===== src/hw/rtl/bhgm_div.sv =====
// ----------------------------------------------------------------------------
// Body height grid map divider
// Restoring unsigned divider that retires one quotient bit per cycle.
// ----------------------------------------------------------------------------
module bhgm_div #(
   parameter int DW = 30
) (
   input  logic          clock,
   input  logic          reset,
   input  logic          start,
   input  logic [DW-1:0] dividend,
   input  logic [DW-1:0] divisor,
   output logic          done,
   output logic [DW-1:0] quotient
);
   localparam int CNT_W = $clog2(DW + 1);
   localparam logic [CNT_W-1:0] LAST_STEP = CNT_W'(DW - 1);

   logic             busy_ff;
   logic             done_ff;
   logic [CNT_W-1:0] cnt_ff;
   logic [DW:0]      rem_ff;
   logic [DW-1:0]    quo_ff;
   logic [DW-1:0]    den_ff;
   logic [DW:0]      shifted;
   logic [DW:0]      diff;
   logic [DW:0]      rem_in;
   logic [DW-1:0]    quo_in;

   always_comb begin
      shifted = {rem_ff[DW-1:0], quo_ff[DW-1]};
      diff    = shifted - {1'b0, den_ff};
      if (!diff[DW]) begin
         rem_in = diff;
         quo_in = {quo_ff[DW-2:0], 1'b1};
      end else begin
         rem_in = shifted;
         quo_in = {quo_ff[DW-2:0], 1'b0};
      end
   end

   always_ff @(posedge clock) begin
      if (reset) begin
         busy_ff <= 1'b0;
         done_ff <= 1'b0;
         cnt_ff  <= '0;
      end else begin
         done_ff <= 1'b0;
         if (start) begin
            busy_ff <= 1'b1;
            cnt_ff  <= '0;
         end else if (busy_ff) begin
            cnt_ff <= cnt_ff + CNT_W'(1);
            if (cnt_ff == LAST_STEP) begin
               busy_ff <= 1'b0;
               done_ff <= 1'b1;
            end
         end
      end
   end

   always_ff @(posedge clock) begin
      if (start) begin
         rem_ff <= '0;
         quo_ff <= dividend;
         den_ff <= divisor;
      end else if (busy_ff) begin
         rem_ff <= rem_in;
         quo_ff <= quo_in;
      end
   end

   assign done     = done_ff;
   assign quotient = quo_ff;
endmodule


===== config.mk =====
export PLATFORM = sky130hd
export DESIGN_NAME = bhgm_div
export DESIGN_NICKNAME = d
export VERILOG_FILES = /design/src/hw/rtl/bhgm_div.sv
export SDC_FILE = /design/constraint.sdc
export NUM_CORES = 1
export LEC_CHECK = 0
export BUFFER_PORTS_ARGS = -buffer_cell sky130_fd_sc_hd__buf_2
export CAP_MARGIN = 20
export CORE_MARGIN = 10
export CORE_UTILIZATION = 30
export CTS_BUF_LIST = sky130_fd_sc_hd__clkbuf_2 sky130_fd_sc_hd__clkbuf_4 sky130_fd_sc_hd__clkbuf_8
export CTS_CLUSTER_SIZE = 24
export DETAILED_ROUTE_END_ITERATION = 8
export GPL_TIMING_DRIVEN = 0
export SLEW_MARGIN = 15
export SYNTH_ARGS = -nofsm -noshare
export SYNTH_HDL_FRONTEND = slang
export SYNTH_SLANG_ARGS = --single-unit

===== constraint.sdc =====
create_clock -name clock -period 5.1 [get_ports clock]
set_input_delay 0.255 -clock clock [delete_from_list [all_inputs] [get_ports clock]]
set_output_delay 0.255 -clock clock [all_outputs]
set_load 0.05 [all_outputs]

==> summary.md, run 1 <==
| Metric | Value |
|---|---|
| Post-synth EDFFs | 60 |
| Tcrit/Tclk final | 65.8% |
| CTS tree | done |
| Max-cap violations | 0 |
| Count of clock tree sinks | 97 |
| Root buf cell | clkbuf_8 |
| Required time worst endpoint | 5370 ps |
| Ranking of synthesized cells by area | edfxtp_1 32%, dfxtp_1 13%, ha_1 7.1%, mux2_2 6.0%, nand2_1 4.0% |
| Most common cell after layout, fill and taps aside | buf_2 |
| Placed cell count | 896 |
| Nets | 769 |
| Std cell rows | 50 |
| Core Util, Final | 35.9% |
| GRT overflow | 0 |
| GP Congestion | 0.863 |
| Die Wd | 158 um |
| Clock Power Share | 29.4% |
| Final setup fails | 0 |
| Number of port buffers | 93 |
| RR Endpoint | rem_ff[24]$_SDFFE_PP0P_ |
| Share of the synthesized area in the top cell type | 31.7% |
| Sw power | 0.000644 W |
| Hold-fix buffers, CTS | 0 |
| Worst Skew | 16.0 ps |
| Reg2reg setup slack | 1750 ps |
| Worst-path maximum fanout | 10 |
| Crit-path cells | inv_1, ha_1, fa_1, nor2b_1, o31ai_2, a211oi_1, o21ba_2, o21ai_4, xor2_2, buf_6, a2111oi_0, o31ai_1 |
| WP buf/inv | 2 |
| Combinational share of power | 24.2% |
| CTS Buffer Depth | 2 |
| Post-DP HPWL | 11.4 mm |
| Met3 WL | 1.30 mm |
| Antenna diodes | 0 |
| Reg power frac | 46.4% |
| Setup TNS Final | 0 ps |
| Core area | 18600 um^2 |
| Vias | 4656 |
| Post-Synthesis Net Count | 664 |
| Met1 wire length | 6.98 mm |
| Yosys top cell by area | edfxtp_1 |
| DR WL met2 | 6.66 mm |
| Gr usage total | 12.5% |
| Max Slew Vio Count | 0 |
| Final ANT Viol Nets | 0 |
| Wire length per cell | 16.6 um |
| Post-synthesis cell area | 5680 um^2 |
| Die H | 158 um |
| Worst Hold Class | input pin to flip-flop |
| Fin crit period | 3350 ps |
| Hold depth | 1 |
| H-tree Lvls | 3 |
| Iter 0 DRT Violations | 256 |
| Post-synth ARST share | 0% |
| First-pass GRT wire length | 24.5 mm |
| Critical path's slowest cell | a211oi_1 |
| Area growth syn-to-layout | 17.9% |
| Vias per cell | 5.11 |
| Slew @ Worst Pin | 829 ps |
| Initial antenna violation count | 1 |
| Final WS setup | 1750 ps |
| Power density of the placed cells | 301 nW/um^2 |
| Leak pwr | 2.81 nW |
| Post-CTS setup buffers | 0 |
| Total iterations of the first detailed-routing run | 5 |
| Total die area | 24800 um^2 |
| Cell Int Power | 0.00137 W |
| Initial core utilization | 30.4% |
| RSZ-0062 raised after global routing | no |
| Number of synthesis warnings | 0 |
| Largest stage delay on the critical path | 490 ps |
| Delay-heaviest family, CP | compound AO/OA/AOI/OAI gates |
| Sw Share | 32.0% |
| Worst-Skew Late Latency | 390 ps |
| Crit Path Class | flip-flop to flip-flop |
| # DRC | 0 |
| Peak VDD IR | 0.227 mV |
| Avg Cell Area, Syn | 9.99 um^2 |
| Seq cells post-synth | 97 |
| Top Layer Used | met4 |
| Resized cells post-CTS | 0 |
| Most frequent cells in the layout | 96 x buf_2, 61 x nand2_1, 60 x edfxtp_1 |
| Register area share after synthesis | 44.8% |
| CP startpoint kind | flip-flop |
| Final WL | 15.1 mm |
| DP Worst Slack | 1770 ps |
| Hold endpoint | den_ff[1]$_DFFE_PP_ |
| Fin cells | 912 |
| Hold Startpoint | divisor[1] |
| Relative slew slack | 44.5% |
| Total CTS buffers | 9 |
| Maximum number of pins on one net before global-route repair | 33 |
| CP arrival | 3620 ps |
| Share of layout cells above drive strength 1 | 24.0% |
| Final hold violations | 0 |
| Worst r2r src | quotient[29]$_DFFE_PP_ |
| Fmax | 298 MHz |
| Top FF cell, synth | edfxtp_1 |
| IO Count | 94 |
| CP Capture Type | flip-flop |
| Status | complete, no violations |
| Worst hold slack | 26.5 ps |
| Syn Inst Count | 568 |
| Worst Setup SP | quotient[29]$_DFFE_PP_ |
| Vias in the first global route | 4744 |
| R2r worst-path depth | 12 |
| Post-synth cell types | 64 |
| Clock transition at path regs | 110 ps |
cell usage after synthesis, drive strengths merged (5+ instances only):
cell	number
nand2	62
edfxtp	60
nor2	43
inv	41
dfxtp	37
ha	32
mux2	30
a21oi	29
o21ai	24
nand3	16
a311oi	15
xnor2	15
clkbuf	14
a21o	13
buf	11
xor2	10
a211oi	9
and3	8
nand2b	8
nand4	8
nor3	7
o21a	7
o21bai	5
flip-flops by register name, summed over array words and instances, names as in the netlist:
register / count
busy_ff: 1
quotient: 30
rem_ff: 30
cnt_ff: 5
den_ff: 30
done: 1
worst max-delay path by stage:
stage / cells after the start / slack (ps) / to
6_report: 12 / 1750 / rem_ff[24]$_SDFFE_PP0P_
5_1_grt: 12 / 1550 / rem_ff[24]$_SDFFE_PP0P_
4_1_cts: 12 / 1750 / rem_ff[24]$_SDFFE_PP0P_
3_5_place_dp: 12 / 1770 / rem_ff[24]$_SDFFE_PP0P_
3_3_place_gp: 12 / 1810 / rem_ff[24]$_SDFFE_PP0P_
2_1_floorplan: 12 / 2070 / rem_ff[0]$_SDFFE_PP0P_
power by group through the flow:
stage               clock [W]  sequential (W)  combinational, W
floorplan                   0         0.00103          0.000274
global placement            0        0.000950          0.000482
detailed placement          0        0.000950          0.000487
CTS                  0.000612        0.000935          0.000489
global route         0.000641        0.000943          0.000537
finish               0.000592        0.000934          0.000488
per-layer routing:
metal	GRT usage, %	up-vias
met5	0	-
met4	3.96	0
met3	4.80	11
met2	19.1	162
met1	15.8	2186
li1	-	2297
area by class of cell:
type	instances	area (um^2)
fillers	1913	12000
multi-input cells	405	2840
flip-flops and latches	97	2540
repair buffers	94	493
well taps	234	293
inverters	41	154
plain buffers	25	139
clock buffers	10	131
clock inverters	6	98.8
through the flow:
step | total power (W) | cell area, um^2
floorplan | 0.00130 | 5680
global placement | 0.00143 | 6430
detailed placement | 0.00144 | 6460
CTS | 0.00204 | 6690
global route | 0.00212 | 6690
finish | 0.00201 | 6690
kinds of logic after synthesis:
family	share of synthesized area (%)
AO/OA/AOI/OAI	17.9
XOR/XNOR	4.12
adder cells (fa/ha/maj)	7.41
buffers and inverters	5.16
flip-flops	44.8
multiplexers	6.30
AND/OR/NAND/NOR	14.3
(Power assumes the default switching activity.)
==> run 2, diff against run 1 <==
- clock period: 5.1 -> 3.1 ns (I/O delays scaled with it)
==> summary.md, run 2 (synthesis gave the netlist of run 1 again) <==
| Metric | Value |
|---|---|
| Status | complete, no violations |
| Std cell rows | 50 (unchanged) |
| Initial core utilization | 30.4% (unchanged) |
| Worst Hold Class | input pin to flip-flop |
| GP Congestion | 0.863 (unchanged) |
| # DRC | 0 (unchanged) |
| Crit Path Class | flip-flop to flip-flop |
| IO Count | 94 (unchanged) |
| Largest stage delay on the critical path | 390 ps (-100 ps) |
| Total CTS buffers | 9 (unchanged) |
| Root buf cell | clkbuf_8 |
| CP startpoint kind | flip-flop |
| Worst-path maximum fanout | 10 (unchanged) |
| Area of the multi-input gates | 2860 um^2 (+0.62%) |
| CTS Buffer Depth | 2 (unchanged) |
| Final WL | 15.3 mm (+1.4%) |
| Top cell by count, worst path | buf_6 |
| Relative slew slack | 45.3% (+0.79 points) |
| Final setup fails | 0 (unchanged) |
| Worst hold slack | 51.6 ps (+25.1 ps) |
| First-pass GRT wire length | 25.0 mm (+1.9%) |
| Vias per cell | 5.06 (-0.88%) |
| Die Wd | 158 um (unchanged) |
| Register Area | 2540 um^2 (unchanged) |
| H-tree Lvls | 3 (unchanged) |
| GRT overflow | 0 (unchanged) |
| Peak VDD IR | 0.373 mV (+64%) |
| Maximum number of pins on one net before global-route repair | 33 (unchanged) |
| CP arrival | 3230 ps (-390 ps) |
| Antenna diodes | 0 (unchanged) |
| Fillcell total | 1893 (-1.0%) |
| Area growth syn-to-layout | 23.8% |
| Worst-Skew Late Latency | 390 ps (about the same) |
| Fmax | 342 MHz (+15%) |
| Gr usage total | 12.6% (+0.18 points) |
| Setup TNS Final | 0 ps (unchanged) |
| Iter 0 DRT Violations | 270 (+5.5%) |
| Final ANT Viol Nets | 0 (unchanged) |
| Most frequent cells in the layout | 96 x buf_2, 61 x nand2_1, 60 x edfxtp_1 |
| CP Capture Type | flip-flop |
| Clock transition at path regs | 110 ps (about the same) |
| Number of port buffers | 93 (unchanged) |
| Critical path's slowest cell | a211oi_2 |
| Core area | 18600 um^2 (unchanged) |
| Max-cap violations | 0 (unchanged) |
| Fin crit period | 2930 ps (-427 ps) |
| Crit-path cells | inv_1, ha_1, fa_2, nor2b_2, o31ai_2, a211oi_2, o21ba_4, o21ai_4, xnor2_2, buf_6, buf_6, o22ai_1, a211oi_1 |
| Most common cell after layout, fill and taps aside | buf_2 |
| Count of clock tree sinks | 97 (unchanged) |
| Worst Skew | 16.5 ps (+0.585 ps) |
| Vias in the first global route | 4884 (+3.0%) |
| Required time worst endpoint | 3410 ps (-1960 ps) |
| RSZ-0062 raised after global routing | no |
| Wire length per cell | 16.3 um (-2.0%) |
| Slew @ Worst Pin | 817 ps (-11.8 ps) |
| Tcrit/Tclk final | 94.4% (+29 points) |
| Initial antenna violation count | 1 (unchanged) |
| Die H | 158 um (unchanged) |
| Power density of the placed cells | 477 nW/um^2 (+58%) |
| Post-DP HPWL | 11.4 mm (unchanged) |
| Max Slew Vio Count | 0 (unchanged) |
| Total die area | 24800 um^2 (unchanged) |
| Final hold violations | 0 (unchanged) |
| Share of layout cells above drive strength 1 | 23.5% (-0.52 points) |
| Leak pwr | 2.94 nW (+4.8%) |
| CTS tree | done |
| Nets | 801 (+4.2%) |
| Total iterations of the first detailed-routing run | 5 (unchanged) |
| Vias | 4777 (+2.6%) |
[run 2: changes by cell type in the layout (fill, tap and decap cells not counted), sizes merged]
cell,change
buf,+1
dlygate4sd3,+31
[run 2: final cells by class]
type,instances,area share [%]
well taps,234,4.17
clock inverters,6,1.41
flip-flops and latches,97,36.2
clock buffers,10,1.87
repair buffers,126,11.5
inverters,41,2.19
multi-input cells,405,40.7
plain buffers,25,1.98
[run 2: where the power goes]
| group | leakage [nW] | total [W] | switching [W] | internal [W] |
|---|---|---|---|---|
| Combinational | 1.93 | 0.000840 | 0.000517 | 0.000323 |
| Sequential | 0.898 | 0.00154 | 0.0000547 | 0.00148 |
| Clock | 0.114 | 0.000974 | 0.000496 | 0.000478 |
[run 2: per-stage QoR]
step | std cells | area [um^2] | worst slack (ps) | util, % | total power [W]
global placement | 895 | 6430 | -193 | 34.5 | 0.00236
finish | 944 | 7030 | 173 | 37.7 | 0.00335
floorplan | 568 | 5680 | 71.4 | - | 0.00215
detailed placement | 896 | 6460 | -232 | 34.7 | 0.00237
CTS | 943 | 7010 | 11.4 | 37.6 | 0.00338
global route | 944 | 7030 | 32.4 | 37.7 | 0.00353
[run 2: final timing paths]
check | startpoint | end | slack, ps | cells past startpoint
max | quotient[29]$_DFFE_PP_ | rem_ff[22]$_SDFFE_PP0P_ | 170 | 13
min | dividend[13] | quotient[13]$_DFFE_PP_ | 50 | 2
max reg2reg | quotient[29]$_DFFE_PP_ | rem_ff[22]$_SDFFE_PP0P_ | 170 | 13
min reg2reg | rem_ff[24]$_SDFFE_PP0P_ | rem_ff[24]$_SDFFE_PP0P_ | 490 | 2
[run 2: critical path, delay by kind of cell, from the launching register on]
family                   cells  cell delay [ps]
buffers and inverters        3              420
AND/OR/NAND/NOR              1              170
flip-flops                   1              360
XOR/XNOR                     1              160
AO/OA/AOI/OAI                6             1130
adder cells (fa/ha/maj)      2              610
[run 2: timing repair]
action / 4_1_cts / 5_1_grt
endpoints found under the setup margin: 27 / 25
cloned: 0 / 0
pin swaps: 0 / 2
endpoints found under the hold margin: 31 / 0
resized for setup: 2 / 3
buffers inserted: 0 / 1
hold buffers: 31 / 0
[run 2: routing by layer]
layer | up-vias | GRT usage, % | wire (um)
met4 | 0 | 4.05 | 226
met1 | 2242 | 16.1 | 7140
li1 | 2363 | - | -
met3 | 18 | 4.61 | 1240
met2 | 154 | 19.5 | 6740
met5 | - | 0 | 0
