File: config.mk
export PLATFORM = sky130hd
export DESIGN_NAME = bhgm_csr
export DESIGN_NICKNAME = d
export VERILOG_FILES = /design/src/hw/rtl/bhgm_pkg.sv /design/src/hw/rtl/bhgm_csr.sv
export SDC_FILE = /design/constraint.sdc
export NUM_CORES = 1
export LEC_CHECK = 0
export BUFFER_PORTS_ARGS = -buffer_cell sky130_fd_sc_hd__buf_2
export CELL_PAD_IN_SITES_DETAIL_PLACEMENT = 0
export CELL_PAD_IN_SITES_GLOBAL_PLACEMENT = 1
export CORE_MARGIN = 2
export CORE_UTILIZATION = 41
export CTS_CLUSTER_DIAMETER = 60
export CTS_CLUSTER_SIZE = 24
export DETAILED_ROUTE_END_ITERATION = 7
export GPL_TIMING_DRIVEN = 0
export PLACE_DENSITY_LB_ADDON = 0.25
export SLEW_MARGIN = 20
export SYNTH_ARGS = -nofsm -noshare
export SYNTH_HDL_FRONTEND = slang
export SYNTH_SLANG_ARGS = --single-unit
File: constraint.sdc
create_clock -name clock -period 2 [get_ports clock]
set_input_delay 0.4 -clock clock [delete_from_list [all_inputs] [get_ports clock]]
set_output_delay 0.4 -clock clock [all_outputs]
set_load 0.05 [all_outputs]
File: src/hw/rtl/bhgm_pkg.sv
// ----------------------------------------------------------------------------
// Body height grid map package
// Shared widths, register indexes, codes and types of the height grid map.
// ----------------------------------------------------------------------------
package bhgm_pkg;

   localparam int BOX_W      = 12;
   localparam int HEIGHT_W   = 20;
   localparam int TALLY_W    = 9;
   localparam int CELL_W     = 1 + TALLY_W + HEIGHT_W;
   localparam int DIV_W      = 30;
   localparam int VERDICT_W  = 2;
   localparam int CSR_IDX_W  = 3;
   localparam int CSR_DATA_W = 16;

   localparam logic [TALLY_W-1:0] TALLY_MAX = 9'd511;

   localparam logic [CSR_IDX_W-1:0] CSR_FRAME_WIDTH  = 3'd0;
   localparam logic [CSR_IDX_W-1:0] CSR_FRAME_HEIGHT = 3'd1;
   localparam logic [CSR_IDX_W-1:0] CSR_COUNT_LIMIT  = 3'd2;
   localparam logic [CSR_IDX_W-1:0] CSR_LEARN_RATE   = 3'd3;
   localparam logic [CSR_IDX_W-1:0] CSR_HEIGHT_SIGMA = 3'd4;

   localparam logic [VERDICT_W-1:0] VERDICT_NOT_SURE = 2'd0;
   localparam logic [VERDICT_W-1:0] VERDICT_GOOD     = 2'd1;
   localparam logic [VERDICT_W-1:0] VERDICT_BAD      = 2'd2;

   localparam logic ACTION_VOTE  = 1'b0;
   localparam logic ACTION_CHECK = 1'b1;

   typedef struct packed {
      logic [11:0] frame_width;
      logic [11:0] frame_height;
      logic [7:0]  count_limit;
      logic [15:0] learn_rate;
      logic [15:0] height_sigma;
   } cfg_type;

   typedef enum logic [3:0] {
      ST_CLEAR,
      ST_IDLE,
      ST_ROW_DIV,
      ST_COL_DIV,
      ST_CELL_RD,
      ST_CELL_EVAL,
      ST_CELL_MUL,
      ST_CELL_FIN,
      ST_CELL_DIV,
      ST_CELL_WR,
      ST_CHK_RD,
      ST_CHK_EVAL,
      ST_CHK_MUL1,
      ST_CHK_MUL2,
      ST_CHK_OUT
   } state_type;

   typedef enum logic [1:0] {
      MODE_SET,
      MODE_BLEND,
      MODE_MEAN
   } mode_type;

endpackage

File: src/hw/rtl/bhgm_csr.sv
// ----------------------------------------------------------------------------
// Body height grid map configuration registers
// Write-only register file for frame size, vote limit and learning weights.
// ----------------------------------------------------------------------------
module bhgm_csr (
   input  logic                             clock,
   input  logic                             reset,
   input  logic                             we,
   input  logic [bhgm_pkg::CSR_IDX_W-1:0]  index,
   input  logic [bhgm_pkg::CSR_DATA_W-1:0] wdata,
   output bhgm_pkg::cfg_type                cfg
);
   import bhgm_pkg::*;

   cfg_type cfg_ff;

   always_ff @(posedge clock) begin
      if (reset) begin
         cfg_ff.frame_width  <= 12'd640;
         cfg_ff.frame_height <= 12'd480;
         cfg_ff.count_limit  <= 8'd10;
         cfg_ff.learn_rate   <= 16'd6554;
         cfg_ff.height_sigma <= 16'd6554;
      end else if (we) begin
         unique case (index)
            CSR_FRAME_WIDTH:  cfg_ff.frame_width  <= wdata[11:0];
            CSR_FRAME_HEIGHT: cfg_ff.frame_height <= wdata[11:0];
            CSR_COUNT_LIMIT:  cfg_ff.count_limit  <= wdata[7:0];
            CSR_LEARN_RATE:   cfg_ff.learn_rate   <= wdata;
            CSR_HEIGHT_SIGMA: cfg_ff.height_sigma <= wdata;
            default: begin
               // Writes to unused indexes are dropped.
            end
         endcase
      end
   end

   assign cfg = cfg_ff;
endmodule

==> impl_metrics.yaml, run 1 <==
outcome:
  outcome: "finished clean"
place:
  post-dp-hpwl_um: 4560
  port_buffers: 83
  routabilityCongestion: 0.752
  placedCellCount: 401
clock_tree:
  cts_hold_buf: 0
  cts_tree: "built"
  postCtsSetupRepairBufs: 0
  numCtsBuffers: 9
  clock_sinks: 64
  ctsRootBufferMaster: "clkbuf_8"
  htreeDepth: 3
  clk_latency_ns: 0.33
  cts_buffer_depth: 2
  clk_pin_slew_worst_paths_ns: 0.07
  ctsResizeCount: 0
yosys:
  ys_ff_latch: 64
  synth.net_count: 265
  synthCells: 243
  synth_area_per_cell_sq_um: 10.7
  synth_cell_types: 15
  ys_warn_count: 0
  syn_area_sq_um: 2600
  yosysSeqAreaShare_pct: 49.3
route:
  drt_iter0_markers: 33
  postRouteAntennaNets: 0
  routed_wl_um: 6270
  routed_via_density: 4.82
  avgRoutedWirePerCell_um: 15.0
  vias: 2010
  drc_errors: 0
  first_pass_iters: 4
sta:
  setup_tns_ns: 0
  worstMarginPinSlew_ns: 0.486
  fmax_mhz: 740
  hold_violations: 0
  rsz0062_at_grt: "false"
  fin_crit_ns: 1.35
  holdWs_ns: 0.342
  period_share_pct: 67.5
  setup_violations: 0
  finalClockSkew_ns: 0
  timing.slew.headroom_pct: 67.6
  slew_viol_final: 0
power_and_ir_drop:
  ir_drop_uv: 486
  power.density_nw_per_um2: 785
  cellLeakagePower_nw: 1.59
cells_and_area:
  largest_reg_flops: 64
  antenna_cells: 0
  drive_above_1_share_pct: 32.2
  num-fill-cells: 587
  final_net_count: 359
  syn_to_final_growth_pct: 26.0
  fin_cells: 417
setup_path:
  slowest_stage: "dfxtp_1"
  rr_endpoint: "cfg[3]$_SDFFE_PP1P_"
  cp-end-kind: "output port"
  path_cells: "buf_2"
  crit_required_ns: 1.60
  arrival_ns: 0.95
  crit_family: "flip-flops"
  reg2reg_setup_slack_ns: 1.37
  critPathBufInv: 1
  r2r_start: "cfg[3]$_SDFFE_PP1P_"
  critical_path_peak_fanout: 2
  critPathKind: "flip-flop to output port"
  startpoint: "cfg[20]$_SDFFE_PP1P_"
  rr_worst_depth: 2
  slowest_delay_ns: 0.35
  startpoint_type: "flip-flop"
min_path:
  worstHoldPathType: "input pin to flip-flop"
  holdPathStages: 3
  hold_start: "wdata[8]"
  hold_end: "cfg[60]$_SDFFE_PP0P_"
die:
  core_sq_um: 6030
  rows: 28
  die_h_um: 83.6
  start_util_pct: 43.1
  boundaryPins: 86
  die-area_sq_um: 6990
  die_w_um: 83.6
grt:
  grt_max_degree: 11
  grt_pass1_wl_um: 10300
  gr-total-overflow: 0
  grtUsageTotal_pct: 18.9
  antenna_found_initial: 0
  grt_pass1_vias: 2051
flow_run:
  cap_violations: 0
[Yosys cell counts, drive strengths merged]
master / instances / area [sq um]
buf: 10 / 67.6
nor4b: 1 / 23.8
nand2b: 57 / 357
dfxtp: 64 / 1280
nand4bb: 2 / 22.5
nor4bb: 1 / 10.0
and4b: 1 / 10.0
clkbuf: 8 / 30.0
nand4b: 1 / 8.76
or4b: 1 / 13.8
and4bb: 1 / 12.5
mux2i: 64 / 641
nor2: 32 / 120
[cell families after synthesis]
logic type             Yosys count  share of synthesized area [%]
flip-flops                      64                           49.3
multiplexers                    64                           24.7
AND/OR/NAND/NOR                 97                           22.3
buffers and inverters           18                           3.76
[per-stage QoR]
| stage | setup WS [ns] | power, W | cell area, sq um | utilization, % |
|---|---|---|---|---|
| 6_report | 0.649 | 0.00257 | 3270 | 54.3 |
| 5_1_grt | 0.573 | 0.00269 | 3270 | 54.3 |
| 4_1_cts | 0.623 | 0.00260 | 3270 | 54.3 |
| 3_5_place_dp | 0.416 | 0.00165 | 3110 | 51.6 |
| 3_3_place_gp | 0.440 | 0.00165 | 3110 | 51.6 |
| 2_1_floorplan | 0.602 | 0.00156 | 2600 | - |
[how the worst max path moves through the flow]
stage	endpoint	slack (ns)	depth (start not counted)
final	cfg[20]	0.65	1
after global routing	cfg[1]	0.57	1
after CTS	cfg[56]	0.62	1
after detailed placement	cfg[23]$_SDFFE_PP1P_	0.42	5
after global placement	cfg[19]$_SDFFE_PP1P_	0.44	5
after floorplan	cfg[59]$_SDFFE_PP1P_	0.60	4
[where the power goes]
group	switching [W]	internal [W]
Clock	0.000475	0.000476
Combinational	0.000204	0.0000978
Sequential	0.0000139	0.00130
Total	0.000693	0.00188
[cell usage in the layout (no fill, tap or decap), drive strengths merged, types with 2 or more instances in the layout]
cell | Yosys | final
buf | 10 | 93
nor2 | 32 | 32
nand2b | 57 | 57
dfxtp | 64 | 64
clkinv | 0 | 4
mux2i | 64 | 64
nand4bb | 2 | 2
clkbuf | 8 | 20
[layout make-up]
type | instances | area (sq um) | area share (%)
timing repair buffer | 83 | 415 | 12.7
multi-input combinational | 161 | 1220 | 37.2
tap | 75 | 93.8 | 2.87
clock inverter | 4 | 20.0 | 0.612
sequential | 64 | 1280 | 39.2
buffer | 18 | 97.6 | 2.98
clock buffer | 12 | 145 | 4.44
[per-layer routing]
layer / part of all wire (%) / vias up / GRT usage, %
li1: - / 992 / -
met1: 46 / 949 / 24.0
met2: 45 / 61 / 29.5
met3: 7.2 / 8 / 7.32
met4: 1.5 / 0 / 6.16
met5: 0 / - / 0
No activity file was read; power rests on OpenSTA's default activity.
==> run 2, diff against run 1 <==
CORE_UTILIZATION = 38   (was 41)
clock period = 1.3 ns   (was 2 ns; I/O delays follow)
==> impl_metrics.yaml, run 2 (synthesized netlist as in run 1, its figures left out) <==
outcome:
  outcome: "finished clean"
sta:
  worstMarginPinSlew_ns: 0.516
  fmax_mhz: 815
  rsz0062_at_grt: "false"
  slew_viol_final: 0
  timing.slew.headroom_pct: 65.6
  hold_violations: 0
  period_share_pct: 94.4
  finalClockSkew_ns: 0
  fin_crit_ns: 1.23
  timing.final.ws_setup_ns: 0.0733
  setup_violations: 0
grt:
  gr-total-overflow: 0
  grt_util_met2_pct: 26.9
  grt_use_met3_pct: 4.10
  grtUsageTotal_pct: 18.0
  grt-busiest-layer: "met2"
  antenna_found_initial: 0
  met1_usage_pct: 25.2
  grt_pass1_vias: 1914
  grt_max_degree: 11
  grt_pass1_wl_um: 10100
cells_and_area:
  regArea_sq_um: 1280
  final_net_count: 359
  num-fill-cells: 644
  layout_common_cells: "buf_2 (89), mux2i_1 (64), dfxtp_1 (64), nand2b_1 (57), nor2_1 (32)"
  largest_reg_flops: 64
  syn_to_final_growth_pct: 27.6
  drive_above_1_share_pct: 32.0
  multi_input_area_sq_um: 1220
  layout_commonest_cell: "buf_2"
  antenna_cells: 0
die:
  core_sq_um: 6720
  boundaryPins: 86
  rows: 30
  die_h_um: 86.7
  die_w_um: 86.7
  die-area_sq_um: 7510
  start_util_pct: 38.7
clock_tree:
  cts_hold_buf: 0
  cts_buffer_depth: 2
  numCtsBuffers: 9
  clk_pin_slew_worst_paths_ns: 0.07
  htreeDepth: 3
  clk_latency_ns: 0.33
  cts_tree: "built"
  clock_sinks: 64
  ctsRootBufferMaster: "clkbuf_8"
  ctsResizeCount: 0
  postCtsSetupRepairBufs: 0
setup_path:
  critPathBufInv: 1
  slowest_delay_ns: 0.36
  startpoint_type: "flip-flop"
  arrival_ns: 0.97
  path_cells: "buf_2"
  crit_required_ns: 1.04
  slowest_stage: "dfxtp_1"
  crit_family: "flip-flops"
  critPathKind: "flip-flop to output port"
  critical_path_peak_fanout: 2
  cp-end-kind: "output port"
place:
  port_buffers: 83
  dp_slack_ns: -0.228
  routabilityCongestion: 0.750
  post-dp-hpwl_um: 4610
route:
  routed_wl_um: 6550
  vias: 1974
  avgRoutedWirePerCell_um: 15.6
  routed_via_density: 4.69
  drc_errors: 0
  postRouteAntennaNets: 0
  drt_iter0_markers: 77
  first_pass_iters: 4
power_and_ir_drop:
  power_w: 0.00431
  ir_drop_uv: 502
  cellLeakagePower_nw: 1.61
  power.density_nw_per_um2: 1300
flow_run:
  cap_violations: 0
min_path:
  worstHoldPathType: "input pin to flip-flop"
-- run 2: cell count changes in the layout (fill, tap and decap cells not counted) --
cell,previous run,this run
clkinv_2,4,2
bufinv_16,0,2
clkbuf_8,10,9
-- run 2: per-stage QoR --
step                hold slack (ns)  utilization, %  std cells  TNS (ns)  cell area, sq um
floorplan                     0.415               -        243         0              2600
global placement              0.458            46.3        406     -3.15              3110
detailed placement            0.463            46.3        406     -4.45              3110
CTS                           0.195            49.3        421         0              3310
global route                  0.215            49.3        421         0              3310
finish                        0.202            49.3        421         0              3310
-- run 2: path summary, 6_finish.rpt --
| path | from | endpoint | slack, ns | cells after the start |
|---|---|---|---|---|
| min reg2reg | cfg[34]$_SDFFE_PP0P_ | cfg[34]$_SDFFE_PP0P_ | 0.47 | 2 |
| min | wdata[8] | cfg[60]$_SDFFE_PP0P_ | 0.20 | 3 |
| max | cfg[17]$_SDFFE_PP1P_ | cfg[17] | 0.07 | 1 |
| max reg2reg | cfg[17]$_SDFFE_PP1P_ | cfg[17]$_SDFFE_PP1P_ | 0.67 | 2 |
-- run 2: power by group --
part / switching, W / internal, W
logic: 0.000317 / 0.000150
registers: 0.0000219 / 0.00200
clock network: 0.000747 / 0.00107
total: 0.00109 / 0.00322
-- run 2: tightest hold or removal path, cell delays in order --
cell and delay [ns]:
buf_2 0.11, nand2b_1 0.06, mux2i_1 0.06
-- run 2: layer usage --
metal	wire length (um)	part of all wire, %	vias up
met3	308	4.7	10
met4	95	1.4	0
met1	3230	49	924
met5	0	0	-
li1	-	-	993
met2	2920	44	47
-- run 2: final cells by class --
cell class              count  share of cell area, %
flip-flops and latches     64                   38.7
multi-input cells         161                   36.8
repair buffers             83                   12.5
clock buffers              11                   3.96
well taps                  80                   3.02
plain buffers              18                   2.94
clock inverters             4                   2.11
==> run 3, diff against run 2 <==
CORE_MARGIN = unset   (was 2)
RECOVER_POWER = 50   (was unset)
==> impl_metrics.yaml, run 3 (synthesized netlist as in run 1, its figures left out) <==
grt:
  grt_use_met3_pct: 6.29
  grt_pass1_wl_um: 10400
  grt_pass1_vias: 1962
  grt-busiest-layer: "met2"
  antenna_found_initial: 0
  gr-total-overflow: 0
  grt_util_met2_pct: 28.7
  grtUsageTotal_pct: 19.4
  met1_usage_pct: 26.1
  grt_max_degree: 12
die:
  die-area_sq_um: 7170
  rows: 29
  boundaryPins: 86
  start_util_pct: 40.2
  die_w_um: 84.7
  core_sq_um: 6460
  die_h_um: 84.7
min_path:
  worstHoldPathType: "input pin to flip-flop"
cells_and_area:
  layout_common_cells: "buf_2 (83), mux2i_1 (64), dfxtp_1 (64), nand2b_1 (57), nor2_1 (32)"
  largest_reg_flops: 64
  antenna_cells: 0
  drive_above_1_share_pct: 32.2
  syn_to_final_growth_pct: 27.2
  fin_util_pct: 51.1
  final_net_count: 359
  layout_commonest_cell: "buf_2"
setup_path:
  crit_path_end: "cfg[15]"
  rr_worst_depth: 2
  cp-end-kind: "output port"
  rr_endpoint: "cfg[24]$_SDFFE_PP1P_"
  r2r_start: "cfg[24]$_SDFFE_PP1P_"
  crit_cells: 1
  critPathKind: "flip-flop to output port"
  slowest_delay_ns: 0.35
  startpoint_type: "flip-flop"
  reg2reg_setup_slack_ns: 0.68
  critPathBufInv: 1
  critical_path_peak_fanout: 2
  slowest_stage: "dfxtp_1"
  path_cells: "buf_2"
  crit_family: "flip-flops"
  crit_required_ns: 1.04
  arrival_ns: 0.97
  startpoint: "cfg[15]$_SDFFE_PP0P_"
power_and_ir_drop:
  seqPwrFrac_pct: 47.5
  swShare_pct: 26.5
  p_int_w: 0.00313
  power_w: 0.00427
  combPwrFrac_pct: 10.9
  cellLeakagePower_nw: 1.60
  ir_drop_uv: 586
  power.density_nw_per_um2: 1290
  switching_power_w: 0.00113
  power_frac_clock_pct: 41.7
clock_tree:
  postCtsSetupRepairBufs: 0
  clk_pin_slew_worst_paths_ns: 0.07
  clock_sinks: 64
  cts_buffer_depth: 2
  cts_hold_buf: 0
  ctsRootBufferMaster: "clkbuf_8"
  ctsResizeCount: 0
  cts_tree: "built"
  numCtsBuffers: 9
  clk_latency_ns: 0.34
  htreeDepth: 3
sta:
  setup_violations: 0
  fmax_mhz: 812
  holdWs_ns: 0.183
  setup_tns_ns: 0
  timing.final.ws_setup_ns: 0.0690
  hold_violations: 0
  slew_viol_final: 0
  period_share_pct: 94.7
  finalClockSkew_ns: 0
  fin_crit_ns: 1.23
  rsz0062_at_grt: "false"
  timing.slew.headroom_pct: 67.0
  worstMarginPinSlew_ns: 0.495
place:
  port_buffers: 83
  post-dp-hpwl_um: 4550
  routabilityCongestion: 0.748
  dp_slack_ns: -0.172
route:
  routed_via_density: 4.68
  vias: 1960
  drt_iter0_markers: 88
  routed_wl_um: 6450
  avgRoutedWirePerCell_um: 15.4
  drc_errors: 0
  first_pass_iters: 6
  postRouteAntennaNets: 0
flow_run:
  cap_violations: 0
outcome:
  outcome: "finished clean"
## run 3: cell types whose count changed in the layout (fill, tap and decap cells not counted), moves of 2 or more
cell        delta
clkbuf_2       +8
buf_2          -6
buf_4          -2
clkbuf_8       +2
clkinvlp_4     +2
## run 3: power by group through the flow
stage          Clock [W]  Combinational (W)  Sequential, W
3_5_place_dp           0           0.000471        0.00207
3_3_place_gp           0           0.000467        0.00207
5_1_grt          0.00191           0.000495        0.00203
6_report         0.00178           0.000464        0.00203
4_1_cts          0.00181           0.000472        0.00203
2_1_floorplan          0           0.000176        0.00222
## run 3: worst min-delay path by stage
| stage | start | end | slack, ns | depth (start not counted) |
|---|---|---|---|---|
| 6_report | wdata[12] | cfg[12]$_SDFFE_PP1P_ | 0.18 | 3 |
| 3_3_place_gp | cfg[39]$_SDFFE_PP0P_ | cfg[39]$_SDFFE_PP0P_ | 0.46 | 2 |
| 4_1_cts | wdata[12] | cfg[12]$_SDFFE_PP1P_ | 0.18 | 3 |
| 5_1_grt | wdata[12] | cfg[12]$_SDFFE_PP1P_ | 0.20 | 3 |
| 2_1_floorplan | wdata[7] | cfg[39]$_SDFFE_PP0P_ | 0.42 | 2 |
| 3_5_place_dp | cfg[52]$_SDFFE_PP0P_ | cfg[52]$_SDFFE_PP0P_ | 0.46 | 2 |
## run 3: cell type report
type | count | area, sq um
fillers | 631 | 3160
flip-flops and latches | 64 | 1280
multi-input cells | 161 | 1220
repair buffers | 83 | 415
clock buffers | 11 | 151
well taps | 77 | 96.3
plain buffers | 18 | 85.1
clock inverters | 5 | 55.1
## run 3: routing by layer
metal | wire (um) | share of wire [%]
met1 | 3110 | 48
met2 | 2880 | 45
met3 | 358 | 5.5
met4 | 102 | 1.6
met5 | 0 | 0
## run 3: tightest hold or removal path, cell delays in order
cell,delay [ns]
buf_2,0.07
nor2_1,0.04
mux2i_1,0.11
## run 3: metrics by stage
stage / cells / area [sq um]
after global placement: 403 / 3110
after detailed placement: 403 / 3110
final: 419 / 3300
after floorplan: 243 / 2600
after CTS: 419 / 3320
after global routing: 419 / 3300
